===== src/hrl_pkg.sv =====
// Shared types, codes and constants of the hex record loader.
package hrl_pkg;

   localparam int OUT_CAP = 18;
   localparam int CNT_W = $clog2(OUT_CAP + 1);
   localparam logic [7:0] DEVICE_ADDRESS_RESET = 8'hA0;

   typedef enum logic [2:0] {
      ACT_NONE  = 3'd0,
      ACT_START = 3'd1,
      ACT_SEND  = 3'd2,
      ACT_STOP  = 3'd3,
      ACT_WAIT  = 3'd4
   } action_type;

   typedef enum logic [2:0] {
      ST_NONE     = 3'd0,
      ST_WRITTEN  = 3'd1,
      ST_END      = 3'd2,
      ST_CHECKSUM = 3'd3,
      ST_TOO_LONG = 3'd4
   } rsp_status_type;

   typedef enum logic [1:0] {
      EV_NONE,
      EV_FINISH,
      EV_WRITE
   } event_type;

   typedef enum logic [1:0] {
      BYTE_ZERO,
      BYTE_DEVICE,
      BYTE_POINTER,
      BYTE_DATA
   } byte_sel_type;

   typedef struct packed {
      logic           take_char;
      logic           clear_idx;
      logic           open_session;
      logic           readdress;
      logic           send_data;
      logic           close_session;
      logic           emit;
      logic           emit_last;
      action_type     emit_action;
      byte_sel_type   emit_byte;
      rsp_status_type emit_status;
   } dp_cmd_type;

   typedef struct packed {
      event_type      ev_kind;
      rsp_status_type ev_status;
      logic           session_open;
      logic           page_full;
      logic           data_done;
      logic           out_free;
   } dp_stat_type;

endpackage


===== src/hrl_channels.sv =====
// Request, response and register-write channel interfaces.
interface hrl_req_if;
   logic       valid;
   logic       ready;
   logic [7:0] character;

   modport source (output valid, output character, input ready);
   modport sink (input valid, input character, output ready);
endinterface

interface hrl_rsp_if;
   logic       valid;
   logic       ready;
   logic [2:0] bus_action;
   logic [7:0] bus_byte;
   logic [2:0] status;
   logic       last;

   modport source (output valid, output bus_action, output bus_byte, output status,
                   output last, input ready);
   modport sink (input valid, input bus_action, input bus_byte, input status,
                 input last, output ready);
endinterface

interface hrl_csr_if;
   logic       valid;
   logic       ready;
   logic [7:0] device_address;

   modport source (output valid, output device_address, input ready);
   modport sink (input valid, input device_address, output ready);
endinterface


===== src/hrl_datapath.sv =====
// Record parser, data buffer, write pointer tracking and response register.
module hrl_datapath import hrl_pkg::*; #(
   parameter int MAX_DATA = 8,
   parameter int PAGE_SIZE = 16
) (
   input  logic       clock,
   input  logic       reset,
   input  logic [7:0] character,
   input  dp_cmd_type cmd,
   output dp_stat_type stat,
   hrl_rsp_if.source  rsp_chan,
   hrl_csr_if.sink    csr_chan
);

   localparam int AW = (MAX_DATA > 1) ? $clog2(MAX_DATA) : 1;
   localparam int PW = $clog2(PAGE_SIZE + 1);
   localparam logic [7:0] COLON = 8'h3A;
   localparam logic [7:0] POS_LENGTH = 8'd0;
   localparam logic [7:0] POS_ADDR_LO = 8'd2;
   localparam logic [7:0] POS_KIND = 8'd3;

   typedef enum logic [1:0] {
      PH_WAIT,
      PH_HEAD,
      PH_DATA,
      PH_SUM
   } phase_type;

   function automatic logic [256*PW-1:0] build_mod_table();
      logic [256*PW-1:0] t;
      t = '0;
      for (int i = 0; i < 256; i++) begin
         t[i*PW +: PW] = PW'(i % PAGE_SIZE);
      end
      return t;
   endfunction

   localparam logic [256*PW-1:0] MOD_TABLE = build_mod_table();

   function automatic logic [PW-1:0] page_pos(input logic [7:0] a);
      return MOD_TABLE[int'(a) * PW +: PW];
   endfunction

   phase_type      phase_ff;
   logic [3:0]     hi_ff;
   logic           pend_ff;
   logic [7:0]     fpos_ff;
   logic [7:0]     len_ff;
   logic [7:0]     addr_ff;
   logic [7:0]     sum_ff;
   logic           open_ff;
   logic [PW-1:0]  po_ff;
   logic [7:0]     wp_ff;
   logic [7:0]     idx_ff;
   logic [7:0]     dev_ff;
   logic [7:0]     rdata_ff;
   logic [7:0]     mem [MAX_DATA];
   logic           rsp_valid_ff;
   action_type     act_ff;
   logic [7:0]     byte_ff;
   rsp_status_type status_ff;
   logic           last_ff;

   logic           is_colon;
   logic           hex_ok;
   logic [3:0]     hex_val;
   logic [7:0]     byte_val;
   logic [7:0]     sum_next;
   logic [7:0]     fpos_inc;
   logic           byte_ready;
   logic           mem_we;
   event_type      ev_kind;
   rsp_status_type ev_status;
   logic [7:0]     byte_in;

   always_comb begin
      hex_ok = 1'b1;
      hex_val = 4'd0;
      if (character inside {[8'h30:8'h39]}) begin
         hex_val = 4'(character - 8'h30);
      end else if (character inside {[8'h41:8'h46]}) begin
         hex_val = 4'(character - 8'h37);
      end else if (character inside {[8'h61:8'h66]}) begin
         hex_val = 4'(character - 8'h57);
      end else begin
         hex_ok = 1'b0;
      end
   end

   assign is_colon = (character == COLON);
   assign byte_val = {hi_ff, hex_val};
   assign sum_next = sum_ff + byte_val;
   assign fpos_inc = fpos_ff + 8'd1;
   assign byte_ready = !is_colon && (phase_ff != PH_WAIT) && hex_ok && pend_ff;
   assign mem_we = cmd.take_char && byte_ready && (phase_ff == PH_DATA)
                   && (fpos_ff < 8'(MAX_DATA));

   always_comb begin
      ev_kind = EV_NONE;
      ev_status = ST_NONE;
      if (byte_ready) begin
         case (phase_ff)
            PH_HEAD: begin
               if (fpos_ff == POS_KIND) begin
                  if (byte_val != 8'd0) begin
                     ev_kind = EV_FINISH;
                     ev_status = ST_END;
                  end else if (len_ff > 8'(MAX_DATA)) begin
                     ev_kind = EV_FINISH;
                     ev_status = ST_TOO_LONG;
                  end
               end
            end
            PH_SUM: begin
               if (sum_next != 8'd0) begin
                  ev_kind = EV_FINISH;
                  ev_status = ST_CHECKSUM;
               end else begin
                  ev_kind = EV_WRITE;
               end
            end
            default: ;
         endcase
      end
   end

   always_ff @(posedge clock) begin
      if (reset) begin
         phase_ff <= PH_WAIT;
         hi_ff <= 4'd0;
         pend_ff <= 1'b0;
         fpos_ff <= 8'd0;
         len_ff <= 8'd0;
         addr_ff <= 8'd0;
         sum_ff <= 8'd0;
         open_ff <= 1'b0;
         po_ff <= '0;
         wp_ff <= 8'd0;
         idx_ff <= 8'd0;
         dev_ff <= DEVICE_ADDRESS_RESET;
         rsp_valid_ff <= 1'b0;
      end else begin
         if (csr_chan.valid) begin
            dev_ff <= csr_chan.device_address;
         end
         if (cmd.take_char) begin
            if (is_colon) begin
               phase_ff <= PH_HEAD;
               fpos_ff <= 8'd0;
               pend_ff <= 1'b0;
               hi_ff <= 4'd0;
               sum_ff <= 8'd0;
            end else if (phase_ff != PH_WAIT && hex_ok) begin
               if (!pend_ff) begin
                  hi_ff <= hex_val;
                  pend_ff <= 1'b1;
               end else begin
                  pend_ff <= 1'b0;
                  sum_ff <= sum_next;
                  case (phase_ff)
                     PH_HEAD: begin
                        if (fpos_ff == POS_LENGTH) begin
                           len_ff <= byte_val;
                        end
                        if (fpos_ff == POS_ADDR_LO) begin
                           addr_ff <= byte_val;
                        end
                        if (fpos_ff == POS_KIND) begin
                           fpos_ff <= 8'd0;
                           if (ev_kind != EV_NONE) begin
                              phase_ff <= PH_WAIT;
                           end else if (len_ff == 8'd0) begin
                              phase_ff <= PH_SUM;
                           end else begin
                              phase_ff <= PH_DATA;
                           end
                        end else begin
                           fpos_ff <= fpos_inc;
                        end
                     end
                     PH_DATA: begin
                        if (fpos_inc >= len_ff) begin
                           fpos_ff <= 8'd0;
                           phase_ff <= PH_SUM;
                        end else begin
                           fpos_ff <= fpos_inc;
                        end
                     end
                     default: begin
                        phase_ff <= PH_WAIT;
                     end
                  endcase
               end
            end
         end
         if (cmd.clear_idx) begin
            idx_ff <= 8'd0;
         end
         if (cmd.open_session) begin
            wp_ff <= addr_ff;
            po_ff <= page_pos(addr_ff);
            open_ff <= 1'b1;
         end
         if (cmd.readdress) begin
            po_ff <= page_pos(wp_ff);
         end
         if (cmd.send_data) begin
            wp_ff <= wp_ff + 8'd1;
            po_ff <= po_ff + PW'(1);
            idx_ff <= idx_ff + 8'd1;
         end
         if (cmd.close_session) begin
            open_ff <= 1'b0;
         end
         if (cmd.emit) begin
            rsp_valid_ff <= 1'b1;
         end else if (rsp_chan.ready) begin
            rsp_valid_ff <= 1'b0;
         end
      end
   end

   always_ff @(posedge clock) begin
      if (mem_we) begin
         mem[fpos_ff[AW-1:0]] <= byte_val;
      end
      rdata_ff <= mem[idx_ff[AW-1:0]];
   end

   always_comb begin
      case (cmd.emit_byte)
         BYTE_DEVICE:  byte_in = dev_ff;
         BYTE_POINTER: byte_in = wp_ff;
         BYTE_DATA:    byte_in = rdata_ff;
         default:      byte_in = 8'd0;
      endcase
   end

   always_ff @(posedge clock) begin
      if (cmd.emit) begin
         act_ff <= cmd.emit_action;
         byte_ff <= byte_in;
         status_ff <= cmd.emit_status;
         last_ff <= cmd.emit_last;
      end
   end

   assign rsp_chan.valid = rsp_valid_ff;
   assign rsp_chan.bus_action = act_ff;
   assign rsp_chan.bus_byte = byte_ff;
   assign rsp_chan.status = status_ff;
   assign rsp_chan.last = last_ff;
   assign csr_chan.ready = !reset;

   assign stat.ev_kind = ev_kind;
   assign stat.ev_status = ev_status;
   assign stat.session_open = open_ff;
   assign stat.page_full = (po_ff >= PW'(PAGE_SIZE));
   assign stat.data_done = (idx_ff >= len_ff);
   assign stat.out_free = !rsp_valid_ff || rsp_chan.ready;

endmodule


===== src/hrl_controller.sv =====
// Sequencer for bus actions and status responses of each record.
module hrl_controller import hrl_pkg::*; (
   input  logic        clock,
   input  logic        reset,
   input  logic        req_valid,
   output logic        req_ready,
   input  dp_stat_type stat,
   output dp_cmd_type  cmd
);

   typedef enum logic [3:0] {
      S_IDLE,
      S_FIN_STOP,
      S_FIN_STATUS,
      S_OPEN_START,
      S_OPEN_DEV,
      S_OPEN_ADDR,
      S_DATA_CHK,
      S_PG_STOP,
      S_PG_WAIT,
      S_PG_START,
      S_PG_DEV,
      S_PG_ADDR,
      S_DATA_SEND,
      S_WR_STATUS
   } state_type;

   state_type      state_ff, state_in;
   logic [CNT_W-1:0] cnt_ff, cnt_in;
   rsp_status_type code_ff, code_in;
   logic           go;
   logic           room;
   logic           emitting;
   logic           final_item;

   assign room = (cnt_ff < CNT_W'(OUT_CAP));
   assign go = stat.out_free || !room;
   assign req_ready = (state_ff == S_IDLE) && !reset;

   always_comb begin
      cmd = '0;
      cmd.emit_action = ACT_NONE;
      cmd.emit_byte = BYTE_ZERO;
      cmd.emit_status = ST_NONE;
      state_in = state_ff;
      cnt_in = cnt_ff;
      code_in = code_ff;
      emitting = 1'b0;
      final_item = 1'b0;
      case (state_ff)
         S_IDLE: begin
            if (req_valid) begin
               cmd.take_char = 1'b1;
               cnt_in = '0;
               case (stat.ev_kind)
                  EV_FINISH: begin
                     code_in = stat.ev_status;
                     state_in = stat.session_open ? S_FIN_STOP : S_FIN_STATUS;
                  end
                  EV_WRITE: begin
                     cmd.clear_idx = 1'b1;
                     state_in = stat.session_open ? S_DATA_CHK : S_OPEN_START;
                  end
                  default: ;
               endcase
            end
         end
         S_FIN_STOP: begin
            emitting = 1'b1;
            cmd.emit_action = ACT_STOP;
            if (go) begin
               cmd.close_session = 1'b1;
               state_in = S_FIN_STATUS;
            end
         end
         S_FIN_STATUS: begin
            emitting = 1'b1;
            final_item = 1'b1;
            cmd.emit_status = code_ff;
            if (go) begin
               cmd.close_session = 1'b1;
               state_in = S_IDLE;
            end
         end
         S_OPEN_START: begin
            emitting = 1'b1;
            cmd.emit_action = ACT_START;
            if (go) begin
               cmd.open_session = 1'b1;
               state_in = S_OPEN_DEV;
            end
         end
         S_OPEN_DEV: begin
            emitting = 1'b1;
            cmd.emit_action = ACT_SEND;
            cmd.emit_byte = BYTE_DEVICE;
            if (go) begin
               state_in = S_OPEN_ADDR;
            end
         end
         S_OPEN_ADDR: begin
            emitting = 1'b1;
            cmd.emit_action = ACT_SEND;
            cmd.emit_byte = BYTE_POINTER;
            if (go) begin
               state_in = S_DATA_CHK;
            end
         end
         S_DATA_CHK: begin
            if (stat.data_done) begin
               state_in = S_WR_STATUS;
            end else if (stat.page_full) begin
               state_in = S_PG_STOP;
            end else begin
               state_in = S_DATA_SEND;
            end
         end
         S_PG_STOP: begin
            emitting = 1'b1;
            cmd.emit_action = ACT_STOP;
            if (go) begin
               state_in = S_PG_WAIT;
            end
         end
         S_PG_WAIT: begin
            emitting = 1'b1;
            cmd.emit_action = ACT_WAIT;
            if (go) begin
               state_in = S_PG_START;
            end
         end
         S_PG_START: begin
            emitting = 1'b1;
            cmd.emit_action = ACT_START;
            if (go) begin
               state_in = S_PG_DEV;
            end
         end
         S_PG_DEV: begin
            emitting = 1'b1;
            cmd.emit_action = ACT_SEND;
            cmd.emit_byte = BYTE_DEVICE;
            if (go) begin
               state_in = S_PG_ADDR;
            end
         end
         S_PG_ADDR: begin
            emitting = 1'b1;
            cmd.emit_action = ACT_SEND;
            cmd.emit_byte = BYTE_POINTER;
            if (go) begin
               cmd.readdress = 1'b1;
               state_in = S_DATA_CHK;
            end
         end
         S_DATA_SEND: begin
            emitting = 1'b1;
            cmd.emit_action = ACT_SEND;
            cmd.emit_byte = BYTE_DATA;
            if (go) begin
               cmd.send_data = 1'b1;
               state_in = S_DATA_CHK;
            end
         end
         S_WR_STATUS: begin
            emitting = 1'b1;
            final_item = 1'b1;
            cmd.emit_status = ST_WRITTEN;
            if (go) begin
               state_in = S_IDLE;
            end
         end
         default: begin
            state_in = S_IDLE;
         end
      endcase
      cmd.emit = emitting && go && room;
      cmd.emit_last = final_item || (cnt_ff == CNT_W'(OUT_CAP - 1));
      if (emitting && go && room) begin
         cnt_in = cnt_ff + CNT_W'(1);
      end
   end

   always_ff @(posedge clock) begin
      if (reset) begin
         state_ff <= S_IDLE;
         cnt_ff <= '0;
         code_ff <= ST_NONE;
      end else begin
         state_ff <= state_in;
         cnt_ff <= cnt_in;
         code_ff <= code_in;
      end
   end

endmodule


===== src/hex_record_loader_page_writer_unit.sv =====
// Top level of the hex record loader and paged memory writer.
//
//   channel    dir  handshake     payload
//   req_chan   in   valid/ready   character[7:0]
//   rsp_chan   out  valid/ready   bus_action[2:0] bus_byte[7:0] status[2:0] last
//   csr_chan   in   valid/ready   device_address[7:0] (ready out of reset)
//
// Characters that end no record may follow back to back. A good closing character opens a
// write if none is open (start, device, pointer), sends the data with stop, wait, start,
// device and pointer at each page break, then a written status; an end, overlong or checksum
// record gives a stop if a write is open, then its status. The sequencer emits at most one
// result a cycle into one output register, dropping any past OUT_CAP a record; a stalled
// response holds it; no request is taken meanwhile. Synchronous reset needs no clearing pass.
module hex_record_loader_page_writer_unit import hrl_pkg::*; #(
   parameter int MAX_DATA = 8,
   parameter int PAGE_SIZE = 16
) (
   input  logic      clock,
   input  logic      reset,
   hrl_req_if.sink   req_chan,
   hrl_rsp_if.source rsp_chan,
   hrl_csr_if.sink   csr_chan
);

   dp_cmd_type  cmd;
   dp_stat_type stat;
   logic        req_ready;

   hrl_controller u_ctrl (
      .clock     (clock),
      .reset     (reset),
      .req_valid (req_chan.valid),
      .req_ready (req_ready),
      .stat      (stat),
      .cmd       (cmd)
   );

   hrl_datapath #(
      .MAX_DATA  (MAX_DATA),
      .PAGE_SIZE (PAGE_SIZE)
   ) u_dp (
      .clock     (clock),
      .reset     (reset),
      .character (req_chan.character),
      .cmd       (cmd),
      .stat      (stat),
      .rsp_chan  (rsp_chan),
      .csr_chan  (csr_chan)
   );

   assign req_chan.ready = req_ready;

   a_status_final: assert property (@(posedge clock) disable iff (reset)
      rsp_chan.valid && rsp_chan.status != ST_NONE
      |-> rsp_chan.last && rsp_chan.bus_action == ACT_NONE)
      else $error("status response is not a final plain response");

   a_data_in_session: assert property (@(posedge clock) disable iff (reset)
      cmd.emit && cmd.emit_byte == BYTE_DATA |-> stat.session_open)
      else $error("data byte sent without an open write");

   a_quiet_char: assert property (@(posedge clock) disable iff (reset)
      cmd.take_char && stat.ev_kind == EV_NONE |=> req_chan.ready)
      else $error("request without results left the block busy");

endmodule


===== src/flat_wrapper.sv =====
// flat-port wrapper written by rule: the top's interface ports become plain ports
module hex_record_loader_page_writer_unit_flat import hrl_pkg::*;
#(
   parameter int MAX_DATA = 8,
   parameter int PAGE_SIZE = 16
)
  (clock, reset, req_chan_valid, req_chan_character, req_chan_ready, rsp_chan_valid, rsp_chan_bus_action, rsp_chan_bus_byte, rsp_chan_status, rsp_chan_last, rsp_chan_ready, csr_chan_valid, csr_chan_device_address, csr_chan_ready);
  hrl_req_if req_chan_i ();
  hrl_rsp_if rsp_chan_i ();
  hrl_csr_if csr_chan_i ();
  input  logic clock;
  input  logic reset;
  input wire logic [$bits(req_chan_i.valid)-1:0] req_chan_valid;
  input wire logic [$bits(req_chan_i.character)-1:0] req_chan_character;
  output wire logic [$bits(req_chan_i.ready)-1:0] req_chan_ready;
  output wire logic [$bits(rsp_chan_i.valid)-1:0] rsp_chan_valid;
  output wire logic [$bits(rsp_chan_i.bus_action)-1:0] rsp_chan_bus_action;
  output wire logic [$bits(rsp_chan_i.bus_byte)-1:0] rsp_chan_bus_byte;
  output wire logic [$bits(rsp_chan_i.status)-1:0] rsp_chan_status;
  output wire logic [$bits(rsp_chan_i.last)-1:0] rsp_chan_last;
  input wire logic [$bits(rsp_chan_i.ready)-1:0] rsp_chan_ready;
  input wire logic [$bits(csr_chan_i.valid)-1:0] csr_chan_valid;
  input wire logic [$bits(csr_chan_i.device_address)-1:0] csr_chan_device_address;
  output wire logic [$bits(csr_chan_i.ready)-1:0] csr_chan_ready;
  assign req_chan_i.valid = req_chan_valid;
  assign req_chan_i.character = req_chan_character;
  assign req_chan_ready = req_chan_i.ready;
  assign rsp_chan_valid = rsp_chan_i.valid;
  assign rsp_chan_bus_action = rsp_chan_i.bus_action;
  assign rsp_chan_bus_byte = rsp_chan_i.bus_byte;
  assign rsp_chan_status = rsp_chan_i.status;
  assign rsp_chan_last = rsp_chan_i.last;
  assign rsp_chan_i.ready = rsp_chan_ready;
  assign csr_chan_i.valid = csr_chan_valid;
  assign csr_chan_i.device_address = csr_chan_device_address;
  assign csr_chan_ready = csr_chan_i.ready;
  hex_record_loader_page_writer_unit #(.MAX_DATA(MAX_DATA), .PAGE_SIZE(PAGE_SIZE)) u_core (.clock(clock), .reset(reset), .req_chan(req_chan_i), .rsp_chan(rsp_chan_i), .csr_chan(csr_chan_i));
endmodule

===== config.mk =====
export PLATFORM = sky130hd
export DESIGN_NAME = hex_record_loader_page_writer_unit_flat
export DESIGN_NICKNAME = d
export VERILOG_FILES = /design/src/hrl_pkg.sv /design/src/hrl_channels.sv /design/src/hrl_datapath.sv /design/src/hrl_controller.sv /design/src/hex_record_loader_page_writer_unit.sv /design/src/flat_wrapper.sv
export SDC_FILE = /design/constraint.sdc
export NUM_CORES = 1
export LEC_CHECK = 0
export BUFFER_PORTS_ARGS = -buffer_cell sky130_fd_sc_hd__buf_2
export CAP_MARGIN = 20
export CELL_PAD_IN_SITES_DETAIL_PLACEMENT = 0
export CELL_PAD_IN_SITES_GLOBAL_PLACEMENT = 1
export CORE_UTILIZATION = 55
export CTS_BUF_LIST = sky130_fd_sc_hd__clkbuf_4 sky130_fd_sc_hd__clkbuf_8
export DETAILED_ROUTE_END_ITERATION = 12
export HOLD_SLACK_MARGIN = 0.15
export PLACE_DENSITY_LB_ADDON = 0.1
export SYNTH_ARGS = -nofsm -noshare
export SYNTH_HDL_FRONTEND = slang
export SYNTH_SLANG_ARGS = --single-unit

===== constraint.sdc =====
create_clock -name clock -period 13.9 [get_ports clock]
set_clock_uncertainty 0.2 [all_clocks]
set_input_delay 2.78 -clock clock [delete_from_list [all_inputs] [get_ports clock]]
set_output_delay 2.78 -clock clock [all_outputs]
set_load 0.02 [all_outputs]

==> reports/results.env <==
HPWLAFTERDP_UM=13500
ROWS=45
STARTPOINT_OF_THE_LOWEST_SLACK_HOLD_PATH='u_core.u_ctrl.cnt_ff[4]'
YS_TYPES=74
R2R-START='u_core.u_dp.hi_ff[1]'
FINALHOLDVIOLATIONS=0
GP_CONGESTION=0.946
TRITONCTS.NUM_BUFFERS=17
NETLIST_TOP_CELLS_AREA='sky130_fd_sc_hd__edfxtp_1 (28%), sky130_fd_sc_hd__dfxtp_1 (21%), sky130_fd_sc_hd__ha_1 (6.4%)'
CLOCK_PATH_BUFFERS=2
POST_SYNTH_INST_COUNT=816
TOP_LEVEL_PORTS=39
TIMING.FINAL.WS_SETUP_NS=5.87
VIA_COUNT=6340
GRT_START_MAX_NET_PINS=80
NUMBER_OF_DIODES_ADDED_FOR_ANTENNA_FIXING=0
FINAL-SETUP-VIOL-COUNT=0
NUMBER_OF_ANTENNA_VIOLATIONS_AT_THE_FIRST_CHECK_IN_GLOBAL_ROUTING=0
WORSTHOLDPATHTYPE='flop to flop'
CAP_VIOLATIONS=0
FIN_WORST_HOLD_SLACK_NS=0.285
CRITICAL_SETUP_PATH_KIND='primary input to flop'
WORSTPATHMAXFANOUT=12
DIE_WIDTH_UM=127
FINALPOWER_uW=882
DRT_ITER0_MARKERS=498
DETAILEDROUTE.FIRSTPASSITERATIONCOUNT=6
CELLLEAKAGEPOWER_uW=0.00326
POST_CTS_RESIZE_COUNT=0
IR_DROP_mV=0.0545
CHIPHEIGHT_UM=127
CRITPATHCAPTURETYPE='flop'
SYNTHESIZED_FLOP_AND_LATCH_TOTAL=169
CLOCK_SINK_COUNT=169
DPL_WORST_SLACK_NS=5.53
MAX_SLEW_MARGIN_PCT=27.2
DESIGN.DIE.AREA_UM2=16100
CTS_HOLD_BUF=0
OUTCOME='completed'
AVGROUTEDWIREPERCELL_UM=18.7
CLK_LATENCY_NS=0.47
POWERDENSITY_nW_PER_UM2=95.1
NETLIST_AREA_UM2=8570
GRT_FIRST_PASS_WIRELENGTH_UM=31800
NNETSFINAL=911
RSZ0062_AT_GRT='no'
TIMING.HOLD.WORST_PATH_DEPTH=2
GLOBAL_ROUTE_USAGE_OVER_ALL_LAYERS_PCT=25.8
CP_DATA_REQUIRED_TIME_NS=14.12
GRT-OVFL-TOTAL=0
POSTROUTEWIRELENGTH_UM=19500
TNS_NS=0
POSTSYNTH.ASYNCRESETSHARE_PCT=0
CORE_REGION_AREA_UM2=15200
POST_ROUTE_CELLS_DRIVE_ABOVE_1_SHARE_PCT=15.5
INITIAL_UTILIZATION_PCT=56.4
LAYOUT-AREA-OVERHEAD-VS-SYNTH_PCT=8.26
SYNTH_SEQ_AREA_SHARE_PCT=48.7
WORST_R2R_PATH_CELLS=12
SYNTH_FF_TYPE='sky130_fd_sc_hd__dfxtp_1'
YOSYS.AREA.TOP_TYPE='sky130_fd_sc_hd__edfxtp_1'
TIMING.FINAL.CRIT_PERIOD_NS=8.03
SYN_AREA_PER_CELL_UM2=10.5
REG2REG_TO='u_core.u_ctrl.state_ff[0]'
SYNTH_ENABLE_FLOP_CELLS=79
PORT-BUFFER-COUNT=38
FIN_CRIT_SH_PCT=57.8
FILL_CELLS=1276
FIRST_GLOBAL_VIAS=6121
CLOCK.FMAX_MHz=125
SYNTH_TOP_AREA_SHARE_PCT=27.7
NUMBER_OF_WARNINGS_REPORTED_IN_THE_YOSYS_SYNTHESIS_LOG=0
SETUP.WORST_PATH.START_CLASS='primary input'
CTS_TREE='yes'
DETAIL_ROUTE.DRC_VIOLATIONS=0
SYNTHESIS.NETS=882
ARRIVAL_NS=8.25
WORST_SLEW_PIN_SLEW_NS=1.09
VIAS_PER_INSTANCE=6.06
CTS-HTREE-LEVELS=4
ANT_NETS=0
CLOCK_PIN_SLEW_OF_THE_REGISTERS_ON_THE_WORST_CASE_SETUP_AND_HOLD_PATHS_NS=0.09
R2R_SETUP_SLACK_NS=9.53
LIBRARY_CELL_USED_AS_CLOCK_ROOT_BUFFER='sky130_fd_sc_hd__clkbuf_8'
CTS_SETUP_BUFFERS=0
SLEW_VIOL_FINAL=0
HOLD_PATH_END='u_core.u_ctrl.cnt_ff[4]'
[Yosys cell counts (5+ instances only)]
cell type and instances:
sky130_fd_sc_hd__o22ai_1 5, sky130_fd_sc_hd__o211ai_1 10, sky130_fd_sc_hd__nand2b_1 10, sky130_fd_sc_hd__or2_2 5, sky130_fd_sc_hd__mux2i_1 32, sky130_fd_sc_hd__nor3_1 17
sky130_fd_sc_hd__nor3b_1 10, sky130_fd_sc_hd__nand4_1 8, sky130_fd_sc_hd__ha_1 44, sky130_fd_sc_hd__a211oi_1 6, sky130_fd_sc_hd__inv_1 34, sky130_fd_sc_hd__nor4_1 6
sky130_fd_sc_hd__nor2b_1 5, sky130_fd_sc_hd__edfxtp_1 79, sky130_fd_sc_hd__o21ai_0 34, sky130_fd_sc_hd__clkbuf_1 32, sky130_fd_sc_hd__and2_1 8, sky130_fd_sc_hd__a31oi_1 6
sky130_fd_sc_hd__and3_1 12, sky130_fd_sc_hd__nor2_1 80, sky130_fd_sc_hd__a21o_1 8, sky130_fd_sc_hd__mux2_2 9, sky130_fd_sc_hd__mux4_2 16, sky130_fd_sc_hd__a22oi_1 10
sky130_fd_sc_hd__dfxtp_1 90, sky130_fd_sc_hd__nand2_1 66, sky130_fd_sc_hd__a21oi_1 46, sky130_fd_sc_hd__nand3_1 33
[cells by family (layout without fill, tap and decap cells)]
| group | Yosys count | after routing | synth area share (%) |
|---|---|---|---|
| compound gates | 177 | 177 | 14.2 |
| xor+xnor | 9 | 9 | 1.08 |
| fa+ha+maj | 45 | 45 | 6.66 |
| buf+inv | 73 | 115 | 3.59 |
| flops | 169 | 169 | 48.7 |
| mux | 57 | 57 | 9.12 |
| simple gates | 286 | 286 | 16.7 |
[power by group]
group / internal (µW) / leakage (µW) / switching [µW]
clock network: 149 / 0.000202 / 191
logic: 7.84 / 0.00176 / 16.0
registers: 517 / 0.00129 / 0.767
[layout make-up]
| cell class | instances | area, µm² | share of cell area [%] |
|---|---|---|---|
| flip-flops and latches | 169 | 4170 | 45.0 |
| clock inverters | 14 | 136 | 1.47 |
| repair buffers | 49 | 273 | 2.94 |
| clock buffers | 18 | 241 | 2.60 |
| well taps | 188 | 235 | 2.53 |
| inverters | 34 | 128 | 1.38 |
| multi-input cells | 574 | 4090 | 44.1 |
[critical path, stage by stage]
cell	delay [ns]
sky130_fd_sc_hd__buf_2	0.12
sky130_fd_sc_hd__inv_1	0.10
sky130_fd_sc_hd__ha_1	0.24
sky130_fd_sc_hd__nor3b_1	0.17
sky130_fd_sc_hd__or3_1	0.52
sky130_fd_sc_hd__mux2i_1	0.83
sky130_fd_sc_hd__ha_1	0.32
sky130_fd_sc_hd__inv_1	0.06
sky130_fd_sc_hd__fa_1	0.39
sky130_fd_sc_hd__nand3b_1	0.23
sky130_fd_sc_hd__a21boi_0	0.28
sky130_fd_sc_hd__o221ai_1	0.19
sky130_fd_sc_hd__nor3_1	0.49
sky130_fd_sc_hd__nand3_1	0.22
sky130_fd_sc_hd__or3_1	0.39
sky130_fd_sc_hd__ha_1	0.28
sky130_fd_sc_hd__nand2_1	0.06
sky130_fd_sc_hd__nand2_1	0.05
sky130_fd_sc_hd__a2111oi_0	0.35
sky130_fd_sc_hd__a21o_1	0.16
[sequential cells by signal, summed over array words and instances, names as in the netlist]
register and flops:
u_core.u_dp.len_ff 8, u_core.u_dp.rsp_chan.status 3, u_core.u_dp.fpos_ff 8, u_core.u_dp.mem 64
u_core.u_dp.dev_ff 8, u_core.u_dp.rsp_chan.bus_byte 8, u_core.u_dp.rsp_chan.last 1, u_core.u_dp.hi_ff 4
u_core.u_dp.wp_ff 8, u_core.u_dp.pend_ff 1, u_core.u_dp.po_ff 5, u_core.u_dp.rdata_ff 8
u_core.u_dp.idx_ff 8, u_core.u_ctrl.cnt_ff 5, u_core.u_dp.addr_ff 8, u_core.u_dp.sum_ff 8
u_core.u_dp.phase_ff 2, u_core.u_dp.rsp_chan.bus_action 3, u_core.u_ctrl.state_ff 4, u_core.u_dp.rsp_chan.valid 1
u_core.u_ctrl.code_ff 3, u_core.u_dp.open_ff 1
[cell usage in the layout, fill, tap and decap left out, types with 8 or more instances in the layout]
cell type	n
sky130_fd_sc_hd__a22oi_1	10
sky130_fd_sc_hd__clkbuf_8	17
sky130_fd_sc_hd__nor3b_1	10
sky130_fd_sc_hd__nand2_1	66
sky130_fd_sc_hd__o21ai_0	34
sky130_fd_sc_hd__and3_1	12
sky130_fd_sc_hd__a21oi_1	46
sky130_fd_sc_hd__mux2_2	9
sky130_fd_sc_hd__inv_1	34
sky130_fd_sc_hd__nor3_1	17
sky130_fd_sc_hd__nand2b_1	10
sky130_fd_sc_hd__a21o_1	8
sky130_fd_sc_hd__and2_1	8
sky130_fd_sc_hd__nand4_1	8
sky130_fd_sc_hd__edfxtp_1	79
sky130_fd_sc_hd__mux4_2	16
sky130_fd_sc_hd__buf_2	38
sky130_fd_sc_hd__ha_1	44
sky130_fd_sc_hd__buf_4	11
sky130_fd_sc_hd__mux2i_1	32
sky130_fd_sc_hd__nor2_1	79
sky130_fd_sc_hd__nand3_1	33
sky130_fd_sc_hd__o211ai_1	10
sky130_fd_sc_hd__dfxtp_1	90
[metrics by stage]
step,cell area (µm²),cells,util (%)
after floorplan,8570,816,-
after global placement,8900,1014,58.6
after detailed placement,8900,1014,58.6
after CTS,9280,1046,61.0
after global routing,9280,1046,61.0
final,9280,1046,61.0
[layer usage]
layer	global-route usage, %	vias up	wire (µm)
li1	-	3071	-
met1	33.9	3083	8960
met2	42.0	150	9400
met3	5.78	36	716
met4	9.17	0	464
met5	0	-	0
[how the worst max path moves through the flow]
stage                                            to  slack [ns]  cells after the start             startpoint
after floorplan           u_core.u_ctrl.state_ff[0]        6.46                     17  req_chan_character[7]
after global placement    u_core.u_ctrl.state_ff[0]        5.76                     18  req_chan_character[7]
after detailed placement  u_core.u_ctrl.state_ff[0]        5.53                     18  req_chan_character[7]
after CTS                 u_core.u_ctrl.state_ff[0]        6.03                     18  req_chan_character[7]
after global routing      u_core.u_ctrl.state_ff[0]        5.47                     20  req_chan_character[0]
final                     u_core.u_ctrl.state_ff[0]        5.87                     20  req_chan_character[0]
(Power assumes the default switching activity.)
